$ cat config.mk
export PLATFORM = sky130hd
export DESIGN_NAME = fixed_partition_placement
export DESIGN_NICKNAME = d
export VERILOG_FILES = /design/src/sv/fpp_pkg.sv /design/src/sv/fixed_partition_placement.sv /design/src/sv/fpp_ctrl.sv /design/src/sv/fpp_dp.sv
export SDC_FILE = /design/constraint.sdc
export NUM_CORES = 1
export LEC_CHECK = 0
export BUFFER_PORTS_ARGS = -buffer_cell sky130_fd_sc_hd__clkbuf_2
export CORE_ASPECT_RATIO = 2
export CORE_MARGIN = 2
export CORE_UTILIZATION = 30
export CTS_CLUSTER_DIAMETER = 120
export DETAILED_ROUTE_END_ITERATION = 10
export GPL_ROUTABILITY_DRIVEN = 0
export SYNTH_ARGS = -nofsm -noshare
export SYNTH_HDL_FRONTEND = slang
export SYNTH_HIERARCHICAL = 1
export SYNTH_SLANG_ARGS = --single-unit
$ cat constraint.sdc
create_clock -name i_clk -period 6.31 [get_ports i_clk]
set_input_delay 1.262 -clock i_clk [delete_from_list [all_inputs] [get_ports i_clk]]
set_output_delay 1.262 -clock i_clk [all_outputs]
set_load 0.01 [all_outputs]
$ cat src/sv/fpp_pkg.sv
`timescale 1ns / 1ps

package fpp_pkg;

    localparam int MAX_BLOCKS = 16;
    localparam int SIZE_BITS  = 16;

    localparam int BLK_W  = $clog2(MAX_BLOCKS);
    localparam int CNT_W  = $clog2(MAX_BLOCKS + 1);
    localparam int CFG_W  = 5;
    localparam int K_W    = (CNT_W > CFG_W) ? CNT_W : CFG_W;
    localparam int OP_W   = 2;
    localparam int POL_W  = 2;
    localparam int IDX_W  = 4;
    localparam int SIZE_W = 16;
    localparam int CIDX_W = 2;

    localparam logic [OP_W-1:0] OP_LOAD  = 2'd0;
    localparam logic [OP_W-1:0] OP_PLACE = 2'd1;
    localparam logic [OP_W-1:0] OP_CLEAR = 2'd2;

    localparam logic [POL_W-1:0] POL_FIRST = 2'd0;
    localparam logic [POL_W-1:0] POL_BEST  = 2'd1;
    localparam logic [POL_W-1:0] POL_NEXT  = 2'd2;
    localparam logic [POL_W-1:0] POL_NONE  = 2'd3;

    localparam logic [CIDX_W-1:0] REG_POLICY     = 2'd0;
    localparam logic [CIDX_W-1:0] REG_NUM_BLOCKS = 2'd1;
    localparam logic [CIDX_W-1:0] REG_START_POS  = 2'd2;

    typedef struct packed {
        logic load;
        logic clear;
        logic start;
        logic step;
        logic commit;
    } t_dp_cmd;

    typedef struct packed {
        logic scan_last;
        logic out_free;
    } t_dp_status;

endpackage

$ cat src/sv/fixed_partition_placement.sv
`timescale 1ns / 1ps

// Fixed-partition placement: load, clear and place transactions on the input
// channel; each place transaction returns one result (granted, block, leftover)
// through an output register. Load and clear are applied when accepted and
// leave the channel ready. A place registers its request, then runs the
// single-comparator scan, one partition per cycle, over at least one slot,
// even when no partition is in range, and at most the partition count, and
// then registers its result. Best fit always scans the whole table, first and
// next fit stop at the first fit. A result still held in the output register
// keeps the place in its last cycle until the receiver takes it, and no new
// transaction is accepted meanwhile. Configuration writes are accepted every
// cycle but belong in idle periods.
module fixed_partition_placement (
    input  logic                           i_clk,
    input  logic                           i_rst_n,
    input  logic                           i_in_valid,
    output logic                           o_in_ready,
    input  logic [fpp_pkg::OP_W-1:0]       i_op,
    input  logic [fpp_pkg::IDX_W-1:0]      i_block_index,
    input  logic [fpp_pkg::SIZE_W-1:0]     i_size,
    output logic                           o_out_valid,
    input  logic                           i_out_ready,
    output logic                           o_granted,
    output logic [fpp_pkg::IDX_W-1:0]      o_chosen_block,
    output logic [fpp_pkg::SIZE_W-1:0]     o_leftover,
    input  logic                           i_cfg_valid,
    output logic                           o_cfg_ready,
    input  logic [fpp_pkg::CIDX_W-1:0]     i_cfg_index,
    input  logic [fpp_pkg::CFG_W-1:0]      i_cfg_data
);

    fpp_pkg::t_dp_cmd    w_cmd;
    fpp_pkg::t_dp_status w_status;

    assign o_cfg_ready = 1'b1;

    fpp_ctrl u_ctrl (
        .i_clk      (i_clk),
        .i_rst_n    (i_rst_n),
        .i_in_valid (i_in_valid),
        .i_op       (i_op),
        .o_in_ready (o_in_ready),
        .i_status   (w_status),
        .o_cmd      (w_cmd)
    );

    fpp_dp u_dp (
        .i_clk          (i_clk),
        .i_rst_n        (i_rst_n),
        .i_cmd          (w_cmd),
        .o_status       (w_status),
        .i_block_index  (i_block_index),
        .i_size         (i_size),
        .i_cfg_we       (i_cfg_valid && o_cfg_ready),
        .i_cfg_index    (i_cfg_index),
        .i_cfg_data     (i_cfg_data),
        .i_out_ready    (i_out_ready),
        .o_out_valid    (o_out_valid),
        .o_granted      (o_granted),
        .o_chosen_block (o_chosen_block),
        .o_leftover     (o_leftover)
    );

endmodule

$ cat src/sv/fpp_ctrl.sv
`timescale 1ns / 1ps

module fpp_ctrl (
    input  logic                         i_clk,
    input  logic                         i_rst_n,
    input  logic                         i_in_valid,
    input  logic [fpp_pkg::OP_W-1:0]     i_op,
    output logic                         o_in_ready,
    input  fpp_pkg::t_dp_status          i_status,
    output fpp_pkg::t_dp_cmd             o_cmd
);

    localparam logic [1:0] S_IDLE = 2'd0;
    localparam logic [1:0] S_SCAN = 2'd1;
    localparam logic [1:0] S_DONE = 2'd2;

    logic [1:0] r_state;
    logic [1:0] n_state;
    logic       w_accept;

    assign o_in_ready = (r_state == S_IDLE);
    assign w_accept   = i_in_valid && o_in_ready;

    always_comb begin
        n_state      = r_state;
        o_cmd        = '0;
        o_cmd.load   = w_accept && (i_op == fpp_pkg::OP_LOAD);
        o_cmd.clear  = w_accept && (i_op == fpp_pkg::OP_CLEAR);
        case (r_state)
            S_IDLE: begin
                if (w_accept && (i_op == fpp_pkg::OP_PLACE)) begin
                    o_cmd.start = 1'b1;
                    n_state     = S_SCAN;
                end
            end
            S_SCAN: begin
                o_cmd.step = 1'b1;
                if (i_status.scan_last) begin
                    n_state = S_DONE;
                end
            end
            S_DONE: begin
                if (i_status.out_free) begin
                    o_cmd.commit = 1'b1;
                    n_state      = S_IDLE;
                end
            end
            default: begin
                n_state = S_IDLE;
            end
        endcase
    end

    always_ff @(posedge i_clk) begin
        if (!i_rst_n) begin
            r_state <= S_IDLE;
        end else begin
            r_state <= n_state;
        end
    end

endmodule

$ cat src/sv/fpp_dp.sv
`timescale 1ns / 1ps

module fpp_dp (
    input  logic                           i_clk,
    input  logic                           i_rst_n,
    input  fpp_pkg::t_dp_cmd               i_cmd,
    output fpp_pkg::t_dp_status            o_status,
    input  logic [fpp_pkg::IDX_W-1:0]      i_block_index,
    input  logic [fpp_pkg::SIZE_W-1:0]     i_size,
    input  logic                           i_cfg_we,
    input  logic [fpp_pkg::CIDX_W-1:0]     i_cfg_index,
    input  logic [fpp_pkg::CFG_W-1:0]      i_cfg_data,
    input  logic                           i_out_ready,
    output logic                           o_out_valid,
    output logic                           o_granted,
    output logic [fpp_pkg::IDX_W-1:0]      o_chosen_block,
    output logic [fpp_pkg::SIZE_W-1:0]     o_leftover
);

    logic [fpp_pkg::POL_W-1:0]      r_policy;
    logic [fpp_pkg::CFG_W-1:0]      r_num_blocks;
    logic [fpp_pkg::CFG_W-1:0]      r_start;
    logic [fpp_pkg::K_W-1:0]        r_rover;

    logic [fpp_pkg::SIZE_BITS-1:0]  r_sizes [fpp_pkg::MAX_BLOCKS];
    logic [fpp_pkg::MAX_BLOCKS-1:0] r_used;

    logic [fpp_pkg::K_W-1:0]        r_k;
    logic [fpp_pkg::SIZE_BITS-1:0]  r_req;
    logic                           r_have;
    logic [fpp_pkg::BLK_W-1:0]      r_pick;
    logic [fpp_pkg::SIZE_BITS-1:0]  r_best;

    logic                           r_out_valid;
    logic                           r_granted;
    logic [fpp_pkg::IDX_W-1:0]      r_chosen;
    logic [fpp_pkg::SIZE_W-1:0]     r_leftover;

    logic [fpp_pkg::K_W-1:0]        w_count;
    logic [fpp_pkg::K_W:0]          w_k_next;
    logic                           w_in_range;
    logic [fpp_pkg::BLK_W-1:0]      w_slot;
    logic [fpp_pkg::SIZE_BITS-1:0]  w_rd;
    logic [fpp_pkg::SIZE_BITS-1:0]  w_left;
    logic                           w_fits;
    logic                           w_take;
    logic [fpp_pkg::K_W-1:0]        n_rover;

    // a partition count beyond the table counts as the table size
    assign w_count = (int'(r_num_blocks) > fpp_pkg::MAX_BLOCKS)
                     ? fpp_pkg::K_W'(fpp_pkg::MAX_BLOCKS)
                     : fpp_pkg::K_W'(r_num_blocks);

    assign w_slot     = r_k[fpp_pkg::BLK_W-1:0];
    assign w_in_range = (r_k < w_count);
    assign w_rd       = r_sizes[w_slot];
    assign w_left     = w_rd - r_req;
    assign w_fits     = w_in_range && !r_used[w_slot] && (w_rd >= r_req);
    assign w_take     = w_fits && (r_policy != fpp_pkg::POL_NONE)
                        && (!r_have || (w_left < r_best));
    assign w_k_next   = {1'b0, r_k} + (fpp_pkg::K_W + 1)'(1);

    assign o_status.scan_last = !w_in_range
                                || (r_policy == fpp_pkg::POL_NONE)
                                || (w_fits && (r_policy != fpp_pkg::POL_BEST))
                                || (w_k_next >= {1'b0, w_count});
    assign o_status.out_free  = !r_out_valid || i_out_ready;

    assign n_rover = r_have ? (fpp_pkg::K_W'(r_pick) + fpp_pkg::K_W'(1)) : w_count;

    // configuration and control state
    always_ff @(posedge i_clk) begin
        if (!i_rst_n) begin
            r_policy     <= fpp_pkg::POL_BEST;
            r_num_blocks <= fpp_pkg::CFG_W'(16);
            r_start      <= '0;
            r_rover      <= '0;
            r_used       <= '0;
            r_out_valid  <= 1'b0;
            r_have       <= 1'b0;
        end else begin
            if (i_cfg_we) begin
                case (i_cfg_index)
                    fpp_pkg::REG_POLICY:     r_policy <= i_cfg_data[fpp_pkg::POL_W-1:0];
                    fpp_pkg::REG_NUM_BLOCKS: r_num_blocks <= i_cfg_data;
                    fpp_pkg::REG_START_POS: begin
                        r_start <= i_cfg_data;
                        r_rover <= fpp_pkg::K_W'(i_cfg_data);
                    end
                    default: begin
                    end
                endcase
            end
            if (i_cmd.clear) begin
                r_used  <= '0;
                r_rover <= fpp_pkg::K_W'(r_start);
            end
            if (i_cmd.start) begin
                r_have <= 1'b0;
            end
            if (i_cmd.step && w_take) begin
                r_have <= 1'b1;
            end
            if (i_cmd.commit) begin
                if (r_have) begin
                    r_used[r_pick] <= 1'b1;
                end
                if (r_policy == fpp_pkg::POL_NEXT) begin
                    r_rover <= n_rover;
                end
                r_out_valid <= 1'b1;
            end else if (i_out_ready) begin
                r_out_valid <= 1'b0;
            end
        end
    end

    // payload
    always_ff @(posedge i_clk) begin
        if (i_cmd.load && (int'(i_block_index) < fpp_pkg::MAX_BLOCKS)) begin
            r_sizes[fpp_pkg::BLK_W'(i_block_index)] <= fpp_pkg::SIZE_BITS'(i_size);
        end
        if (i_cmd.start) begin
            r_req <= fpp_pkg::SIZE_BITS'(i_size);
            r_k   <= (r_policy == fpp_pkg::POL_NEXT) ? r_rover : '0;
        end
        if (i_cmd.step) begin
            r_k <= w_k_next[fpp_pkg::K_W-1:0];
            if (w_take) begin
                r_pick <= w_slot;
                r_best <= w_left;
            end
        end
        if (i_cmd.commit) begin
            r_granted  <= r_have;
            r_chosen   <= r_have ? fpp_pkg::IDX_W'(r_pick) : '0;
            r_leftover <= r_have ? fpp_pkg::SIZE_W'(r_best) : '0;
        end
    end

    assign o_out_valid    = r_out_valid;
    assign o_granted      = r_granted;
    assign o_chosen_block = r_chosen;
    assign o_leftover     = r_leftover;

endmodule

==> results.yml <==
synthesis:
  ys_seq_elements: 359
  syn_inst: 893
  synth.top_cell.area_share_pct: 63.3
  asyncSetResetFlopFracSynth_pct: 0
  syn-num-nets: 975
  ys_types: 64
  synth-edff-count: 318
  seq_area_frac_synth_pct: 68.7
  yosys-top-cells-area: "sky130_fd_sc_hd__edfxtp_1 (63%), sky130_fd_sc_hd__mux4_2 (13%), sky130_fd_sc_hd__dfxtp_1 (5.4%)"
  synth_area_um2: 15100
  synth_top_flop_cell: "sky130_fd_sc_hd__edfxtp_1"
  yosysTopAreaCell: "sky130_fd_sc_hd__edfxtp_1"
  yosys_warnings: 6
  synth_area_per_cell_um2: 16.9
power:
  power.density_nw_per_um2: 288
  p_leak_nw: 5.81
  power_mw: 5.00
  ir_worst_vdd_uv: 224
critical_path:
  r2r.worst_path.cells: 16
  critPathRequiredTime_ns: 6.56
  rr_endpoint: "u_dp/r_best[8]"
  cp.arrival_ns: 5.87
  setup.worst_path.class: "flip-flop to flip-flop"
  r2r_setup_slack_ns: 0.69
  crit_path_end: "u_dp/r_best[8]"
  crit_fanout: 23
  critical_path.endpoint_type: "flip-flop"
  critical_path.startpoint_type: "flip-flop"
final_layout:
  sequential_cell_area_um2: 10400
  finalNonFillerCells: 1643
  area_growth_pct: 15.0
  area_used_by_multi_input_combinational_logic_um2: 4480
  fill_cells: 4731
  num-nets-final: 1053
  finalCoreUtilization_pct: 34.7
  post_route_cells_drive_above_1_share_pct: 24.2
  finish.instance_area_um2: 17300
clocking:
  clock_insertion_delay_worst_skew_ns: 0.57
  clock-root-buffer: "sky130_fd_sc_hd__clkbuf_16"
  cts.repair.resized: 0
  htree_num_levels: 1
  cts_setup_buffers: 0
  cts-root-to-sink-buffers: 3
  cts-hold-fix-buffers: 0
  tritoncts_clock_tree: "built"
  cts_inserted_buffers: 29
  tritoncts_num_sinks: 359
  clk_pin_slew_ns: 0.07
drt:
  detail_route.wl_per_cell_um: 20.6
  drt_wl_total_um: 33800
  final_antenna_net_count: 0
  vias: 7909
  first_pass_iters: 4
  dr.first_iter.drc_count: 537
  drcViolationCount: 0
  detailed_route_vias_per_instance: 4.81
timing:
  finalWorstSetupSlack_ns: 0.689
  max_freq_ghz: 0.178
  slew_headroom_pct: 43.7
  tightestPinTransition_ns: 0.843
  rsz0062_at_grt: "false"
  drv_slew: 0
  fin_skew_ns: 0.0184
  final_hold_viol_count: 0
  holdWs_ns: 0.490
  setup_viol_count_final: 0
  final_min_period_over_clock_period_pct: 89.1
  fin_crit_ns: 5.62
  setup_total_negative_slack_ns: 0
flow_run:
  max_cap_violations: 0
die:
  initial_core_util_pct: 30.2
  core_area_um2: 49900
  die_outline_area_um2: 52200
  ports: 58
  rows: 116
  die_width_um: 163
  chipHeight_um: 321
grt:
  global_route_usage_sum_pct: 13.1
  grt_remaining_overflow: 0
  largest_net_degree_at_the_start_of_global_routing: 49
  grt_antenna_before_repair: 1
  first_global_vias: 8335
  first_pass_grt_wire_length_um: 50800
placement:
  dp_slack_ns: 0.632
  placement.cell_area_um2: 16400
  dp_hpwl_um: 22900
  port-buffer-count: 56
  dp.cells: 1589
hold_path:
  worstHoldPathType: "flip-flop to flip-flop"
run_status:
  status: "finished, final reports clean"
[registers in the layout, summed over array words and instances (netlist names), named ones only]
register             count
u_dp/r_best             16
u_dp/r_pick              4
u_dp/r_policy            2
u_dp/r_rover             5
u_dp/r_num_blocks        5
u_dp/o_leftover         16
u_dp/r_k                 5
u_dp/o_granted           1
u_dp/r_sizes           256
u_ctrl/r_state           2
u_dp/r_have              1
u_dp/r_start             5
u_dp/o_out_valid         1
u_dp/r_req              16
u_dp/r_used             16
u_dp/o_chosen_block      4
[cell type report]
class | instances | area share, %
inverters | 45 | 0.974
clock inverters | 22 | 1.43
repair buffers | 82 | 3.03
flip-flops and latches | 359 | 59.8
multi-input cells | 454 | 25.8
diodes | 1 | 0.0144
clock buffers | 31 | 4.23
well taps | 649 | 4.68
[per-layer routing]
layer / vias up / share of wire [%] / wire length (µm) / GRT usage [%]
met5: - / 0.033 / 11 / 0
met4: 2 / 3.1 / 1050 / 4.70
met3: 64 / 3.9 / 1310 / 1.60
met2: 150 / 59 / 19800 / 27.0
met1: 4060 / 34 / 11600 / 12.9
li1: 3633 / - / - / -
[cell families after synthesis]
family	Yosys count	synth area share [%]
compound gates	96	4.02
xor+xnor	16	0.929
fa+ha+maj	48	4.03
buf+inv	80	2.12
flops	359	68.7
mux	106	14.1
other cells	1	0.0249
simple gates	187	6.00
[synthesized netlist by cell type, drive strengths merged, types with 5 or more instances]
library cell	instances
nor3	10
mux4	85
nand3	13
a21oi	41
inv	45
nor2b	8
a211oi	7
nor2	89
edfxtp	318
ha	47
buf	12
nand4	7
o21ai	15
a22o	5
dfxtp	41
nand3b	9
xnor2	12
nand2	27
mux2i	17
clkbuf	23
[worst max-delay path, cell delays in order (launching register included)]
cell and delay (ns):
sky130_fd_sc_hd__dfxtp_4 0.58, sky130_fd_sc_hd__buf_12 0.27, sky130_fd_sc_hd__mux4_2 0.52, sky130_fd_sc_hd__mux4_2 0.47, sky130_fd_sc_hd__ha_1 0.37, sky130_fd_sc_hd__o2111ai_1 0.37, sky130_fd_sc_hd__a31oi_1 0.08, sky130_fd_sc_hd__nor2_1 0.30
sky130_fd_sc_hd__o221ai_1 0.27, sky130_fd_sc_hd__or4_1 0.44, sky130_fd_sc_hd__nand4b_1 0.12, sky130_fd_sc_hd__ha_1 0.25, sky130_fd_sc_hd__a21o_1 0.18, sky130_fd_sc_hd__a21oi_1 0.15, sky130_fd_sc_hd__o211ai_1 0.14, sky130_fd_sc_hd__nor3_2 0.45
sky130_fd_sc_hd__buf_4 0.32
[layout by cell type, fill, tap and decap left out, types with 5 or more instances in the layout]
cell type,count
sky130_fd_sc_hd__edfxtp_1,318
sky130_fd_sc_hd__nand3b_1,9
sky130_fd_sc_hd__nor2_2,8
sky130_fd_sc_hd__o21ai_1,6
sky130_fd_sc_hd__a211oi_1,7
sky130_fd_sc_hd__mux4_2,84
sky130_fd_sc_hd__xnor2_1,12
sky130_fd_sc_hd__dfxtp_1,39
sky130_fd_sc_hd__clkinv_1,6
sky130_fd_sc_hd__clkinvlp_4,5
sky130_fd_sc_hd__nand2_1,27
sky130_fd_sc_hd__clkbuf_2,56
sky130_fd_sc_hd__nor2b_1,8
sky130_fd_sc_hd__nand4_1,7
sky130_fd_sc_hd__mux2i_1,17
sky130_fd_sc_hd__clkbuf_16,29
sky130_fd_sc_hd__buf_4,22
sky130_fd_sc_hd__a22o_1,5
sky130_fd_sc_hd__a21oi_1,41
sky130_fd_sc_hd__inv_1,44
sky130_fd_sc_hd__nand3_1,13
sky130_fd_sc_hd__nor2_1,77
sky130_fd_sc_hd__nor3_2,6
sky130_fd_sc_hd__o21ai_0,9
sky130_fd_sc_hd__ha_1,47
sky130_fd_sc_hd__bufinv_16,5
[how the worst min path moves through the flow]
| stage | from | end | slack [ns] | cells past startpoint |
|---|---|---|---|---|
| 4_1_cts | u_dp/r_used[4] | u_dp/r_used[4] | 0.49 | 2 |
| 2_1_floorplan | u_dp/r_have | u_dp/o_granted | 0.41 | 0 |
| 6_report | u_dp/r_used[8] | u_dp/r_used[8] | 0.49 | 2 |
| 3_3_place_gp | u_dp/r_used[6] | u_dp/r_used[6] | 0.46 | 2 |
| 5_1_grt | u_dp/r_used[6] | u_dp/r_used[6] | 0.53 | 2 |
| 3_5_place_dp | u_dp/r_used[4] | u_dp/r_used[4] | 0.47 | 2 |
[report_power, final]
part           internal (mW)  leakage [nW]  switching, mW
Combinational          0.216          2.15          0.270
Sequential              2.61          3.20         0.0243
Clock                   1.05         0.464          0.823
(Power assumes the default switching activity.)
